### config.mk
export PLATFORM = sky130hd
export DESIGN_NAME = cefq_cfg
export DESIGN_NICKNAME = d
export VERILOG_FILES = /design/src/hw/rtl/cefq_pkg.sv /design/src/hw/rtl/cefq_cfg.sv
export SDC_FILE = /design/constraint.sdc
export NUM_CORES = 1
export LEC_CHECK = 0
export ABC_AREA = 1
export BUFFER_PORTS_ARGS = -buffer_cell sky130_fd_sc_hd__buf_4
export CAP_MARGIN = 10
export CORE_ASPECT_RATIO = 1.25
export CORE_MARGIN = 4
export CORE_UTILIZATION = 30
export DETAILED_ROUTE_END_ITERATION = 6
export PLACE_DENSITY_LB_ADDON = 0.25
export SLEW_MARGIN = 20
export SYNTH_ARGS = -nofsm -noshare
export SYNTH_HDL_FRONTEND = slang
export SYNTH_SLANG_ARGS = --single-unit
export TNS_END_PERCENT = 10
### constraint.sdc
create_clock -name clk -period 0.8 [get_ports clk]
set_input_delay 0.04 -clock clk [delete_from_list [all_inputs] [get_ports clk]]
set_output_delay 0.04 -clock clk [all_outputs]
set_load 0.05 [all_outputs]
### src/hw/rtl/cefq_pkg.sv
`default_nettype none
package cefq_pkg;

  // Geometry and pixel format
  localparam int MAX_WIDTH_DEF = 1024;
  localparam int PIX_W         = 8;
  localparam int NCH           = 3;
  localparam int PXW           = NCH * PIX_W;
  localparam int WIN           = 5;
  localparam int WIN_MID       = 2;
  localparam int NSLOT         = 4;
  localparam int SLOT_W        = $clog2(NSLOT);
  localparam int ROW_W         = 16;
  localparam int MIN_DIM       = 5;
  localparam int BORDER        = 2;
  localparam int PIX_MAX       = 255;

  // Configuration port
  localparam int CFG_IDX_W  = 2;
  localparam int CFG_DATA_W = 16;
  localparam int LEV_W      = 8;
  localparam int THR_W      = 9;
  localparam int FW_W       = 11;

  localparam logic [LEV_W-1:0] LEVELS_RST = 8'd8;
  localparam logic [THR_W-1:0] THRESH_RST = 9'd15;
  localparam logic [FW_W-1:0]  WIDTH_RST  = 11'd640;
  localparam logic [ROW_W-1:0] HEIGHT_RST = 16'd480;

  // Quantizer divider: one quotient bit per step
  localparam int DIV_STEPS = PIX_W;
  localparam int CNT_W     = $clog2(DIV_STEPS);

  typedef logic [2:0] wpos_t;

  typedef enum logic [CFG_IDX_W-1:0] {
    CFG_LEVELS,
    CFG_THRESH,
    CFG_WIDTH,
    CFG_HEIGHT
  } cfg_idx_t;

  typedef struct packed {
    logic [LEV_W-1:0] levels;
    logic [THR_W-1:0] thresh;
    logic [FW_W-1:0]  width;
    logic [ROW_W-1:0] height;
  } cfg_t;

  typedef enum logic [3:0] {
    ST_IDLE,
    ST_SHIFT,
    ST_SEL,
    ST_STG1,
    ST_STG2,
    ST_STG3,
    ST_STG4,
    ST_DIV,
    ST_EMIT
  } state_t;

  typedef enum logic [3:0] {
    DP_NOP,
    DP_ACCEPT,
    DP_SHIFT,
    DP_SEL,
    DP_STG1,
    DP_STG2,
    DP_STG3,
    DP_STG4,
    DP_DIV,
    DP_OUT
  } dp_op_t;

  typedef struct packed {
    dp_op_t op;
    wpos_t  wr;
    wpos_t  wc;
    logic   last;
    logic   done;
  } dp_cmd_t;

  typedef struct packed {
    logic any;
    logic tail;
    logic last_row;
    logic out_free;
  } dp_stat_t;

endpackage
`default_nettype wire

### src/hw/rtl/cefq_cfg.sv
`default_nettype none
module cefq_cfg (
  input  logic                             clk,
  input  logic                             rst_n,
  input  logic                             cfg_valid,
  output logic                             cfg_ready,
  input  logic [cefq_pkg::CFG_IDX_W-1:0]   cfg_index,
  input  logic [cefq_pkg::CFG_DATA_W-1:0]  cfg_data,
  output cefq_pkg::cfg_t                   cfg
);
  import cefq_pkg::*;

  cfg_t cfg_r, cfg_nxt;

  assign cfg_ready = rst_n;
  assign cfg       = cfg_r;

  // Decode a register write request
  always_comb begin
    cfg_nxt = cfg_r;
    if (cfg_valid && cfg_ready) begin
      case (cfg_idx_t'(cfg_index))
        CFG_LEVELS: cfg_nxt.levels = cfg_data[LEV_W-1:0];
        CFG_THRESH: cfg_nxt.thresh = cfg_data[THR_W-1:0];
        CFG_WIDTH:  cfg_nxt.width  = cfg_data[FW_W-1:0];
        CFG_HEIGHT: cfg_nxt.height = cfg_data[ROW_W-1:0];
        default:    cfg_nxt = cfg_r;
      endcase
    end
  end

  always_ff @(posedge clk) begin
    if (!rst_n) begin
      cfg_r.levels <= LEVELS_RST;
      cfg_r.thresh <= THRESH_RST;
      cfg_r.width  <= WIDTH_RST;
      cfg_r.height <= HEIGHT_RST;
    end else begin
      cfg_r <= cfg_nxt;
    end
  end

endmodule
`default_nettype wire

==> flow_metrics.tcl <==
set metrics [dict create \
    worst_pin_slew_ps 254.5 \
    synth_cell_types 18 \
    largest_register_ffs 44 \
    cts_buffer_depth 2 \
    violations "setup timing" \
    fp.dieW_um 78.51 \
    synth.top_cell.area_share_pct 47.25 \
    die_h_um 96.14 \
    final_nets 355 \
    fin_cells 417 \
    drtIter0Drc 60 \
    finalHoldViolations 0 \
    cp_max_fo 2 \
    endpoint "cfg[41]" \
    reg2regPathDepth 4 \
    start_kind "flop" \
    die_area_mm2 0.007548 \
    drt-pass1-iter-count 4 \
    netlist_area_mm2 0.001864 \
    synth_nets 261 \
    n_fill_cell 559 \
    place_congestion 0.8205 \
    antenna_found_initial 0 \
    dp.cells 393 \
    cts_tree "done" \
    slowest_delay_ps 360 \
    holdWs_ps 9.422 \
    grt_pass1_wl_mm 8.293 \
    fmax_mhz 1190 \
    htreeDepth 2 \
    power_density_mw_per_mm2 1514 \
    synth_area_leader_cell "dfxtp_1" \
    port_buffers 65 \
    cpMaxStageDelayCell "dfxtp_2" \
    post-route-period-util_pct 105.0 \
    cts.sinks 44 \
    vias_per_cell 4.189 \
    cp_data_arrival_time_ps 800 \
    rsz0062_at_grt "yes" \
    reg2reg_to "cfg[25]$_SDFFE_PN1P_" \
    fin_skew_ps 0 \
    core-area_mm2 0.005896 \
    outcome "finished, violations left" \
    rrSetupSlack_ps 80 \
    grt_max_degree 20 \
    ys_warn_count 0 \
    regToRegStartpoint "cfg[25]$_SDFFE_PN1P_" \
    drv_cap 0 \
    start_util_pct 31.62 \
    power_leakage_uw 0.001554 \
    synth_seq_cells 44 \
    crit_buf_inv 1 \
    rows 31 \
    diodes 0 \
    track_usage_pct 13.81 \
    netlist_top_cells_area "dfxtp_1 (47%), nand2_1 (16%), o21ai_2 (8.0%)" \
    slew_headroom_pct 83.02 \
    tns_ps -1077 \
    postRouteWirelength_mm 4.922 \
    syn_inst 240 \
    routed-via-count 1747 \
    layout-drive-gt1-share_pct 49.85 \
    cp.depth 1 \
    cp_top_family "flip-flops" \
    numCtsBuffers 5 \
    path_cells "buf_8" \
    fin_ws_ps -40.17 \
    ant_nets 0 \
    grt_pass1_vias 1779 \
    hpwlAfterDp_mm 3.690 \
    layout_common_cells "nand2_1 (77), dfxtp_2 (44), buf_8 (43)" \
    yosysSeqAreaShare_pct 47.25 \
    area.growth.synth_to_final_pct 70.40 \
    wl_per_cell_um 11.80 \
    final_common_cell "nand2_1" \
    max-vdd-ir-drop_v 0.0009731 \
    cp-startpoint "cfg[41]$_SDFFE_PN0P_" \
    path_class "reg2out" \
    drc 0 \
    postCtsSetupBuffers 0 \
    io_pins 66 \
    cts.clk_slew.worst_paths_ps 80 \
    syn_avg_cell_area_um2 7.768 \
    cp-end-kind "output pin" \
    grt-ovfl-total 0 \
    maxSlewViolCount 0 \
    worstPathRequired_ps 760 \
    final.min_clock_period_ps 840.2 \
    clk_root_buffer_cell "clkbuf_8" \
    setup_viol 44 \
    clk_latency_ps 290 \
    hold_path.class "in2reg" \
]
==> kinds of logic after synthesis <==
logic type	count (synthesis)	synth area share, %
buffers and inverters	46	11.88
AO/OA/AOI/OAI	25	10.13
AND/OR/NAND/NOR	125	30.74
flip-flops	44	47.25
==> synthesized netlist by cell type <==
cell type  instances
buf_4              2
o21ai_2           17
inv_1             33
inv_4              1
o21ai_0            8
dfxtp_1           44
nand3_1           26
nand2_1           77
buf_2              4
nand2_4            2
nor2_4             2
buf_6              3
nor2_1             7
nand2_2            9
nor2_2             1
buf_8              1
inv_2              2
nor2_8             1
==> power by group <==
part           total (µW)  leakage (µW)  switching, µW  internal, µW
logic                1030       0.00114            572           455
registers            2360      0.000368           70.9          2280
clock network        1430     0.0000455            724           705
==> per-layer routing <==
layer  track usage, %  share of wire [%]
met1            16.07                 43
met4            5.102                1.1
met5                0                  0
met3            4.401                5.9
met2            23.73                 50
==> worst min-delay path by stage <==
| stage | slack (ps) | cells past startpoint | to | start |
|---|---|---|---|---|
| after floorplan | 150 | 2 | cfg[0]$_SDFFE_PN0P_ | cfg_data[0] |
| after global placement | 240 | 3 | cfg[13]$_SDFFE_PN0P_ | cfg_data[13] |
| after detailed placement | 250 | 3 | cfg[11]$_SDFFE_PN0P_ | cfg_data[11] |
| after CTS | 4 | 3 | cfg[37]$_SDFFE_PN0P_ | cfg_data[1] |
| after global routing | 3 | 3 | cfg[38]$_SDFFE_PN0P_ | cfg_data[2] |
| final | 9 | 3 | cfg[37]$_SDFFE_PN0P_ | cfg_data[1] |
==> repair_timing <==
item / in CTS / in global routing
gates resized for setup: 116 / 13
pin swaps: 0 / 2
hold buffers: 16 / 0
endpoints found under the hold margin: 17 / 0
endpoints found under the setup margin: 44 / 46
gates cloned: 0 / 0
==> layout make-up <==
type	instances	area, µm²	share of cell area [%]
clock buffers	8	90.09	2.836
inverters	36	137.6	4.332
multi-input cells	150	762.0	23.99
flip-flops and latches	44	935.9	29.46
well taps	82	102.6	3.230
repair buffers	97	1149	36.16
==> per-stage QoR <==
step / total power [µW] / area, µm² / worst slack (ps) / util [%]
2_1_floorplan: 2881 / 1869 / -126.6 / -
3_3_place_gp: 3221 / 2546 / -53.33 / 43.19
3_5_place_dp: 3226 / 2546 / -70.67 / 43.19
4_1_cts: 4845 / 3132 / -48.82 / 53.12
5_1_grt: 5025 / 3177 / -75.99 / 53.88
6_report: 4811 / 3177 / -40.17 / 53.88
Note: power is estimated with default switching activity, not from simulation.
