<file path="src/hw/rtl/cefq_pkg.sv">
`default_nettype none
package cefq_pkg;

  // Geometry and pixel format
  localparam int MAX_WIDTH_DEF = 1024;
  localparam int PIX_W         = 8;
  localparam int NCH           = 3;
  localparam int PXW           = NCH * PIX_W;
  localparam int WIN           = 5;
  localparam int WIN_MID       = 2;
  localparam int NSLOT         = 4;
  localparam int SLOT_W        = $clog2(NSLOT);
  localparam int ROW_W         = 16;
  localparam int MIN_DIM       = 5;
  localparam int BORDER        = 2;
  localparam int PIX_MAX       = 255;

  // Configuration port
  localparam int CFG_IDX_W  = 2;
  localparam int CFG_DATA_W = 16;
  localparam int LEV_W      = 8;
  localparam int THR_W      = 9;
  localparam int FW_W       = 11;

  localparam logic [LEV_W-1:0] LEVELS_RST = 8'd8;
  localparam logic [THR_W-1:0] THRESH_RST = 9'd15;
  localparam logic [FW_W-1:0]  WIDTH_RST  = 11'd640;
  localparam logic [ROW_W-1:0] HEIGHT_RST = 16'd480;

  // Quantizer divider: one quotient bit per step
  localparam int DIV_STEPS = PIX_W;
  localparam int CNT_W     = $clog2(DIV_STEPS);

  typedef logic [2:0] wpos_t;

  typedef enum logic [CFG_IDX_W-1:0] {
    CFG_LEVELS,
    CFG_THRESH,
    CFG_WIDTH,
    CFG_HEIGHT
  } cfg_idx_t;

  typedef struct packed {
    logic [LEV_W-1:0] levels;
    logic [THR_W-1:0] thresh;
    logic [FW_W-1:0]  width;
    logic [ROW_W-1:0] height;
  } cfg_t;

  typedef enum logic [3:0] {
    ST_IDLE,
    ST_SHIFT,
    ST_SEL,
    ST_STG1,
    ST_STG2,
    ST_STG3,
    ST_STG4,
    ST_DIV,
    ST_EMIT
  } state_t;

  typedef enum logic [3:0] {
    DP_NOP,
    DP_ACCEPT,
    DP_SHIFT,
    DP_SEL,
    DP_STG1,
    DP_STG2,
    DP_STG3,
    DP_STG4,
    DP_DIV,
    DP_OUT
  } dp_op_t;

  typedef struct packed {
    dp_op_t op;
    wpos_t  wr;
    wpos_t  wc;
    logic   last;
    logic   done;
  } dp_cmd_t;

  typedef struct packed {
    logic any;
    logic tail;
    logic last_row;
    logic out_free;
  } dp_stat_t;

endpackage
`default_nettype wire

</file>
<file path="src/hw/rtl/cefq_ctrl.sv">
`default_nettype none
module cefq_ctrl (
  input  logic                clk,
  input  logic                rst_n,
  input  logic                in_valid,
  output logic                in_stall,
  output cefq_pkg::dp_cmd_t   cmd,
  input  cefq_pkg::dp_stat_t  stat
);
  import cefq_pkg::*;

  state_t             state_r, state_nxt;
  wpos_t              wr_r, wr_nxt;
  wpos_t              wc_r, wc_nxt;
  logic [CNT_W-1:0]   cnt_r, cnt_nxt;
  wpos_t              wr_end;
  logic               is_last;

  // Last result of this pixel: final column of the final window row
  assign wr_end  = stat.last_row ? wpos_t'(WIN - 1) : wpos_t'(WIN_MID);
  assign is_last = (wr_r == wr_end) &&
                   ((wc_r == wpos_t'(WIN - 1)) || ((wc_r == wpos_t'(WIN_MID)) && !stat.tail));

  always_ff @(posedge clk) begin
    if (!rst_n) begin
      state_r <= ST_IDLE;
      wr_r    <= wpos_t'(WIN_MID);
      wc_r    <= wpos_t'(WIN_MID);
      cnt_r   <= '0;
    end else begin
      state_r <= state_nxt;
      wr_r    <= wr_nxt;
      wc_r    <= wc_nxt;
      cnt_r   <= cnt_nxt;
    end
  end

  // Sequence one request, then each of its results
  always_comb begin
    state_nxt = state_r;
    wr_nxt    = wr_r;
    wc_nxt    = wc_r;
    cnt_nxt   = cnt_r;
    in_stall  = (state_r != ST_IDLE) || !rst_n;
    cmd.op    = DP_NOP;
    cmd.wr    = wr_r;
    cmd.wc    = wc_r;
    cmd.last  = is_last;
    cmd.done  = is_last && stat.last_row && stat.tail;
    case (state_r)
      ST_IDLE: begin
        if (in_valid && !in_stall) begin
          cmd.op    = DP_ACCEPT;
          state_nxt = ST_SHIFT;
        end
      end
      ST_SHIFT: begin
        cmd.op = DP_SHIFT;
        if (stat.any) begin
          wr_nxt    = wpos_t'(WIN_MID);
          wc_nxt    = wpos_t'(WIN_MID);
          state_nxt = ST_SEL;
        end else begin
          state_nxt = ST_IDLE;
        end
      end
      ST_SEL: begin
        cmd.op    = DP_SEL;
        state_nxt = ST_STG1;
      end
      ST_STG1: begin
        cmd.op    = DP_STG1;
        state_nxt = ST_STG2;
      end
      ST_STG2: begin
        cmd.op    = DP_STG2;
        state_nxt = ST_STG3;
      end
      ST_STG3: begin
        cmd.op    = DP_STG3;
        state_nxt = ST_STG4;
      end
      ST_STG4: begin
        cmd.op    = DP_STG4;
        cnt_nxt   = '0;
        state_nxt = ST_DIV;
      end
      ST_DIV: begin
        cmd.op  = DP_DIV;
        cnt_nxt = cnt_r + 1'b1;
        if (cnt_r == CNT_W'(DIV_STEPS - 1)) begin
          state_nxt = ST_EMIT;
        end
      end
      ST_EMIT: begin
        // Hold until the output register frees up, then advance the window cursor
        if (stat.out_free) begin
          cmd.op = DP_OUT;
          if (is_last) begin
            state_nxt = ST_IDLE;
          end else begin
            state_nxt = ST_SEL;
            if ((wc_r == wpos_t'(WIN_MID)) && stat.tail) begin
              wc_nxt = wpos_t'(WIN_MID + 1);
            end else if (wc_r == wpos_t'(WIN_MID + 1)) begin
              wc_nxt = wpos_t'(WIN - 1);
            end else begin
              wr_nxt = wr_r + 1'b1;
              wc_nxt = wpos_t'(WIN_MID);
            end
          end
        end
      end
      default: begin
        state_nxt = ST_IDLE;
      end
    endcase
  end

endmodule
`default_nettype wire

</file>
<file path="config.mk">
export PLATFORM = sky130hd
export DESIGN_NAME = cefq_ctrl
export DESIGN_NICKNAME = d
export VERILOG_FILES = /design/src/hw/rtl/cefq_pkg.sv /design/src/hw/rtl/cefq_ctrl.sv
export SDC_FILE = /design/constraint.sdc
export NUM_CORES = 1
export LEC_CHECK = 0
export ABC_AREA = 1
export CORE_MARGIN = 2
export CORE_UTILIZATION = 49
export DETAILED_ROUTE_END_ITERATION = 8
export DONT_BUFFER_PORTS = 1
export PLACE_DENSITY_LB_ADDON = 0.1
export SYNTH_ARGS = -nofsm -noshare
export SYNTH_HDL_FRONTEND = slang
export SYNTH_SLANG_ARGS = --single-unit
</file>
<file path="constraint.sdc">
create_clock -name clk -period 2.1 [get_ports clk]
set_clock_uncertainty 0.1 [all_clocks]
set_input_delay 0.21 -clock clk [delete_from_list [all_inputs] [get_ports clk]]
set_output_delay 0.21 -clock clk [all_outputs]
set_load 0.01 [all_outputs]
</file>
==> run summary, run 1 <==
Outcome = finished clean
Share of layout cells above drive strength 1 = 0.174
Hold Crit Class = input pin to register
Die area = 2230 um^2
Final nets = 149
WP data arrival = 1550 ps
Via density per instance = 5.22
Clock buffer depth = 2
CP required = 1790 ps
Area growth syn-to-layout = 4.10%
Die Width = 47.2 um
Setup slack after layout = 236 ps
Worst slew pin tran = 447 ps
Worst skew pair latency = 280 ps
Clock slew at reported path FFs = 80 ps
Drc violations = 0
Number of global-route vias before repair = 729
Dpl cell area = 916 um^2
Top Layer Used = met4
Max Clock Freq = 537 MHz
CTS Buf Count = 3
Crit share post-route = 0.887
Drt pass-1 iters = 4
CP max stage delay = 460 ps
Total gr overflow = 0
Cells along the critical path = nand3_1 > o21ai_0 > nand2_1 > nor2_1
Slew margin rel. = 0.699
N_diodes = 0
Root buffer selected by CTS = clkbuf_4
Top-area cell type share of the netlist area = 0.285
Met3 wire len = 86 um
ANT nets after route = 0
FF+latch area = 260 um^2
Synth top area cells = dfxtp_1 28%, nand2_1 13%, inv_1 6.6%
Placer Congestion = 0.922
Net Count, Synth = 147
DRT iter0 DRCs = 21
Core area = 1750 um^2
Initial antenna violation count = 0
Starting Density = 0.524
Maximum Capacitance Violations = 0
Post-layout util = 0.546
EDFF count, synth = 0
Avg WL per Cell = 11.4 um
Slew Viols, Final = 0
Setup Buffers After CTS = 0
Leak = 0.413 nW
Cell Area, Synth = 915 um^2
Seq cells post-synth = 13
Setup TNS = 0 ps
Final setup fails = 0
First-pass GRT wire length = 2.79 mm
Area leader, netlist = dfxtp_1
Post-detail-place hpwl = 1.48 mm
Asr flop ratio synth = 0
Hold path depth = 3
Worst-path fanout max = 5
PwrDens = 946 nW/um^2
Routed wire length = 1.85 mm
Mapped Cells = 137
Crit path time final = 1860 ps
Register area share after synthesis = 0.285
Largest net degree at the start of global routing = 10
Place WS = 530 ps
Crit. End Element = primary output
Hold_ws = 68.0 ps
Worst Reg-to-Reg Cells = 7
Met2 wire length = 892 um
Max stage delay cell, worst path = dfxtp_1
Port-buffer cells = 0
# rows = 15
CTS H-Tree Depth = 1
Commonest cells after routing, fill and taps aside = 31 x nand2_1, 16 x inv_1, 15 x nor2_1
Total track usage = 0.182
Area of the multi-input gates = 553 um^2
Setup CP Type = register to primary output
RSZ-0062 raised after global routing = no
Fillers = 189
Startpoint types = register
Die Height = 47.2 um
Post-CTS sizing = 0
Prevailing post-synth register cell = dfxtp_1
Design area = 952 um^2
Vias = 851
Synth warnings = 0
Synthesized area per cell = 6.68 um^2
CTS tree = done
Final hold viol count = 0
Met1 Wirelength = 844 um
VDD IR max = 659 uV
Flop2flop setup slack = 530 ps
Most common cell after layout, fill and taps aside = nand2_1
CTS sink count = 13
Yosys cell types = 25
Number of top-level pins = 20
path summary, 6_finish.rpt:
kind | start | endpoint
hold / removal | stat[0] | state_r[3]$_SDFFE_PN0P_
setup / recovery | wc_r[1]$_SDFFE_PN1P_ | cmd[0]
hold reg to reg | cnt_r[2]$_SDFFE_PN0P_ | cnt_r[2]$_SDFFE_PN0P_
setup reg to reg | wc_r[1]$_SDFFE_PN1P_ | state_r[1]$_SDFFE_PN0P_
kinds of logic after synthesis:
group,share of synthesized area
AO/OA/AOI/OAI,0.0944
XOR/XNOR,0.00958
adder cells (fa/ha/maj),0.0410
buffers and inverters,0.111
flip-flops,0.285
AND/OR/NAND/NOR,0.460
registers in the layout (all words and copies together) (netlist names):
| register | flops |
|---|---|
| cnt_r | 3 |
| state_r | 4 |
| wr_r | 3 |
| wc_r | 3 |
through the flow:
step / total power [W] / std cells
global placement: 0.000735 / 158
detailed placement: 0.000741 / 158
global route: 0.000982 / 163
floorplan: 0.000707 / 137
finish: 0.000901 / 163
CTS: 0.000909 / 163
cell type report:
class	instances	share of cell area
multi-input combinational	101	0.581
sequential	13	0.273
inverter	19	0.0749
tap	25	0.0329
clock buffer	4	0.0276
timing repair buffer	1	0.0105
critical path: cells and delay by family (launching register included):
family | cells | cell delay, ps
AND/OR/NAND/NOR | 3 | 460
AO/OA/AOI/OAI | 1 | 360
flip-flops | 1 | 460
metal layers:
layer / GRT usage / vias to the layer above
met3: 0.0500 / 4
met4: 0.106 / 0
met2: 0.307 / 20
met1: 0.205 / 389
met5: 0 / -
li1: - / 438
cell usage after synthesis, types with 3 or more instances:
master	n
nand2_1	31
nand2_2	4
nand4_1	3
dfxtp_1	13
nor2_1	15
inv_1	16
a21oi_1	10
inv_2	3
nor2_2	4
nand3_1	11
nand3_2	3
o21ai_0	4
ha_1	3
power breakdown:
group / internal, W / switching (W) / total [W]
Sequential: 0.000284 / 0.0000683 / 0.000352
Clock: 0.0000738 / 0.0000862 / 0.000160
Combinational: 0.000128 / 0.000261 / 0.000389
repair_timing:
action                                  4_1_cts  5_1_grt
hold buffers                                  1        0
hold endpoints to repair                      5        0
endpoints found under the setup margin        0        0
Note: power is estimated with default switching activity, not from simulation.
==> run 2: changes to the inputs <==
Settings changed: RECOVER_POWER set to 100.
==> run summary, run 2 (synthesis results as in run 1) <==
Outcome = finished clean
Final nets = 149
Final hold viol count = 0
Maximum Capacitance Violations = 0
Number of top-level pins = 20
Worst-path fanout max = 5
Area growth syn-to-layout = 1.37%
CP required = 1790 ps
Root buffer selected by CTS = clkbuf_4
Initial antenna violation count = 0
Largest net degree at the start of global routing = 10
Number of flip-flops under the largest register name = 4
Crit share post-route = 0.888
CTS sink count = 13
Hold path depth = 3
Slew margin rel. = 0.691
Post-detail-place hpwl = 1.48 mm
Leak = 0.415 nW
Via density per instance = 5.31
Avg WL per Cell = 11.5 um
Core area = 1750 um^2
Placer Congestion = 0.922
Port-buffer cells = 0
Final setup fails = 0
Clock buffer depth = 2
Commonest cells after routing, fill and taps aside = 34 x nand2_1, 18 x nor2_1, 17 x inv_1
Setup TNS = 0 ps
WP data arrival = 1550 ps
Worst Reg-to-Reg Cells = 9
Worst slew pin tran = 460 ps
Clock slew at reported path FFs = 80 ps
Post-layout util = 0.531
Drt pass-1 iters = 5
First-pass GRT wire length = 2.79 mm
Share of layout cells above drive strength 1 = 0.123
Number of global-route vias before repair = 729
Starting Density = 0.524
Total power = 0.000874 W
N_diodes = 0
PwrDens = 942 nW/um^2
Total track usage = 0.182
Die Width = 47.2 um
# rows = 15
Die area = 2230 um^2
Worst skew pair latency = 280 ps
Max Clock Freq = 536 MHz
Slew Viols, Final = 0
Largest Register = state_r
Fillers = 193
ANT nets after route = 0
Routed wire length = 1.88 mm
Setup Buffers After CTS = 0
Crit path time final = 1860 ps
Hold Crit Class = input pin to register
FF+latch area = 260 um^2
CTS Buf Count = 3
Setup slack after layout = 236 ps
Place WS = 530 ps
Startpoint types = register
Vias = 866
Total gr overflow = 0
Die Height = 47.2 um
Most common cell after layout, fill and taps aside = nand2_1
Area of the multi-input gates = 528 um^2
CTS H-Tree Depth = 1
DRT iter0 DRCs = 26
CTS tree = done
Drc violations = 0
VDD IR max = 654 uV
Setup CP Type = register to primary output
Crit. End Element = primary output
RSZ-0062 raised after global routing = no
## run 2: per-stage QoR
| step | instance area, um^2 | instances | hold WS [ps] |
|---|---|---|---|
| detailed placement | 916 | 158 | 204 |
| floorplan | 915 | 137 | 343 |
| finish | 927 | 163 | 67.2 |
| global route | 927 | 163 | 69.7 |
| CTS | 952 | 163 | 59.0 |
| global placement | 916 | 158 | 201 |
## run 2: metal layers
| layer | vias to the layer above | track usage | wire length (um) | share of wire |
|---|---|---|---|---|
| met3 | 6 | 0.0500 | 100 | 0.053 |
| met5 | - | 0 | 0 | 0 |
| met1 | 393 | 0.205 | 855 | 0.46 |
| met4 | 0 | 0.106 | 30 | 0.016 |
| met2 | 30 | 0.307 | 888 | 0.47 |
| li1 | 437 | - | - | - |
## run 2: area by class of cell
cell class | count | area share
Clock buffer | 4 | 0.0283
Inverter | 19 | 0.0769
Multi-Input combinational cell | 101 | 0.570
Timing Repair Buffer | 1 | 0.0108
Tap cell | 25 | 0.0337
Sequential cell | 13 | 0.281
## run 2: worst paths after layout
kind | endpoint | from | slack, ps
setup / recovery | cmd[0] | wc_r[1]$_SDFFE_PN1P_ | 240
hold / removal | state_r[3]$_SDFFE_PN0P_ | stat[0] | 70
setup reg to reg | wr_r[2]$_SDFFE_PN0P_ | state_r[0]$_SDFFE_PN0P_ | 400
hold reg to reg | cnt_r[2]$_SDFFE_PN0P_ | cnt_r[2]$_SDFFE_PN0P_ | 380
## run 2: critical path: stages (launching register included)
cell and delay [ps]:
dfxtp_1 460, nand3_1 100, o21ai_0 360, nand2_1 150, nor2_1 210
## run 2: power breakdown
part | total (W) | switching, W | internal [W]
Combinational | 0.000362 | 0.000245 | 0.000117
Sequential | 0.000352 | 0.0000682 | 0.000284
Clock | 0.000160 | 0.0000867 | 0.0000738
Total | 0.000874 | 0.000399 | 0.000474
## run 2: repair_timing
action | in CTS | in global routing
resized for setup | 0 | 0
hold buffers | 1 | 0
hold endpoints to repair | 5 | 0
==> run 3: changes to the inputs <==
==> constraint.sdc (replaced) <==
create_clock -name clk -period 2.1 [get_ports clk]
set_clock_uncertainty 0.1 [all_clocks]
set_input_delay 0.21 -clock clk [delete_from_list [all_inputs] [get_ports clk]]
set_output_delay 0.21 -clock clk [all_outputs]
set_load 0.005 [all_outputs]
==> run summary, run 3 (synthesis results as in run 1) <==
Sequential power share = 0.400
Max stage delay cell, worst path = dfxtp_1
Outcome = finished clean
Die Height = 47.2 um
Max Clock Freq = 597 MHz
Vias = 858
RSZ-0062 raised after global routing = no
Hold path depth = 3
Total gr overflow = 0
Root buffer selected by CTS = clkbuf_4
First-pass GRT wire length = 2.92 mm
Number of global-route vias before repair = 754
Critical path buffers and inverters = 1
Die area = 2230 um^2
Routed wire length = 1.92 mm
Leak = 0.414 nW
Worst-path fanout max = 9
Via density per instance = 5.26
Setup TNS = 0 ps
Placer Congestion = 0.919
Switching Share = 0.443
CTS tree = done
Final nets = 149
Clock buffer depth = 2
Post-layout util = 0.533
Starting Density = 0.524
CTS sink count = 13
Clock slew at reported path FFs = 90 ps
CTS H-Tree Depth = 1
Post-detail-place hpwl = 1.53 mm
Slew margin rel. = 0.795
ANT nets after route = 0
Area growth syn-to-layout = 1.64%
Number of flip-flops under the largest register name = 4
Largest net degree at the start of global routing = 10
Pint = 0.000479 W
WP data arrival = 1360 ps
Post-CTS sizing = 0
Crit-path leading delay family = flip-flops
DRT iter0 DRCs = 28
Core area = 1750 um^2
Drc violations = 0
Worst Reg-to-Reg Cells = 8
Initial antenna violation count = 0
Clock power share = 0.189
Worst slew pin tran = 306 ps
Drt pass-1 iters = 5
N_diodes = 0
Largest Register = state_r
Crit share post-route = 0.797
Cells along the critical path = nand2_1 > nor2_1 > inv_1 > nand2_1
# rows = 15
Die Width = 47.2 um
Critical path's most frequent cell = nand2_1
VDD IR max = 630 uV
Most common cell after layout, fill and taps aside = nand2_1
Worst skew pair latency = 280 ps
Switching pwr = 0.000381 W
Final setup fails = 0
Share of layout cells above drive strength 1 = 0.130
Setup CP Type = register to primary output
Startpoint types = register
Number of top-level pins = 20
Maximum Capacitance Violations = 0
PwrDens = 925 nW/um^2
Crit path time final = 1670 ps
CTS Buf Count = 3
Final hold viol count = 0
Crit. End Element = primary output
Avg WL per Cell = 11.8 um
Commonest cells after routing, fill and taps aside = 32 x nand2_1, 18 x nor2_1, 17 x inv_1
CP required = 1790 ps
Slew Viols, Final = 0
Fillers = 191
Critical path depth = 4
Port-buffer cells = 0
Hold Crit Class = input pin to register
Combinational share of power = 0.410
CP max stage delay = 490 ps
Total track usage = 0.194
[run 3: cell counts in the layout (fill, tap and decap cells not counted)]
Identical to the previous run, type by type.
[run 3: worst register-to-register path: stages, from the launching register on]
cell     delay (ps)
dfxtp_1         400
nor2_1          280
nand3_1         190
nand2_2         140
nand2_4          60
nor2_4          140
nand2_1          80
nand2_1          80
a21oi_2          50
[run 3: path summary, 6_finish.rpt]
| check | startpoint | endpoint | slack, ps |
|---|---|---|---|
| max | state_r[1]$_SDFFE_PN0P_ | cmd[11] | 430 |
| min | stat[0] | state_r[3]$_SDFFE_PN0P_ | 70 |
| max reg2reg | state_r[1]$_SDFFE_PN0P_ | wr_r[2]$_SDFFE_PN0P_ | 460 |
| min reg2reg | cnt_r[1]$_SDFFE_PN0P_ | cnt_r[1]$_SDFFE_PN0P_ | 380 |
[run 3: power groups by stage]
stage	clock network, W	logic (W)	registers, W
floorplan	0	0.000356	0.000328
global placement	0	0.000364	0.000350
detailed placement	0	0.000369	0.000350
CTS	0.000169	0.000373	0.000344
global route	0.000178	0.000410	0.000351
finish	0.000163	0.000353	0.000344
[run 3: metrics by stage]
stage / cells / setup slack, ps / hold slack, ps / power, W / area (um^2)
after global placement: 158 / 579 / 201 / 0.000714 / 916
after CTS: 163 / 307 / 75.8 / 0.000887 / 952
after detailed placement: 158 / 539 / 203 / 0.000719 / 916
after floorplan: 137 / 714 / 343 / 0.000684 / 915
after global routing: 163 / 234 / 83.0 / 0.000939 / 930
final: 163 / 425 / 74.9 / 0.000860 / 930
[run 3: what timing repair did]
action / in CTS / in global routing
buffers inserted: 0 / 0
hold buffers: 1 / 0
hold endpoints to repair: 5 / 0
endpoints found under the setup margin: 0 / 0
[run 3: layer usage]
layer,global-route usage,part of all wire,vias up
li1,-,-,440
met1,0.221,0.43,379
met2,0.307,0.47,29
met3,0.0615,0.064,10
met4,0.133,0.035,0
met5,0,0,-
[run 3: layout make-up]
type	instances	area (um^2)	share of cell area
multi-input combinational	101	531	0.571
sequential	13	260	0.280
timing repair buffer	1	10.0	0.0108
inverter	19	71.3	0.0767
tap	25	31.3	0.0336
clock buffer	4	26.3	0.0283
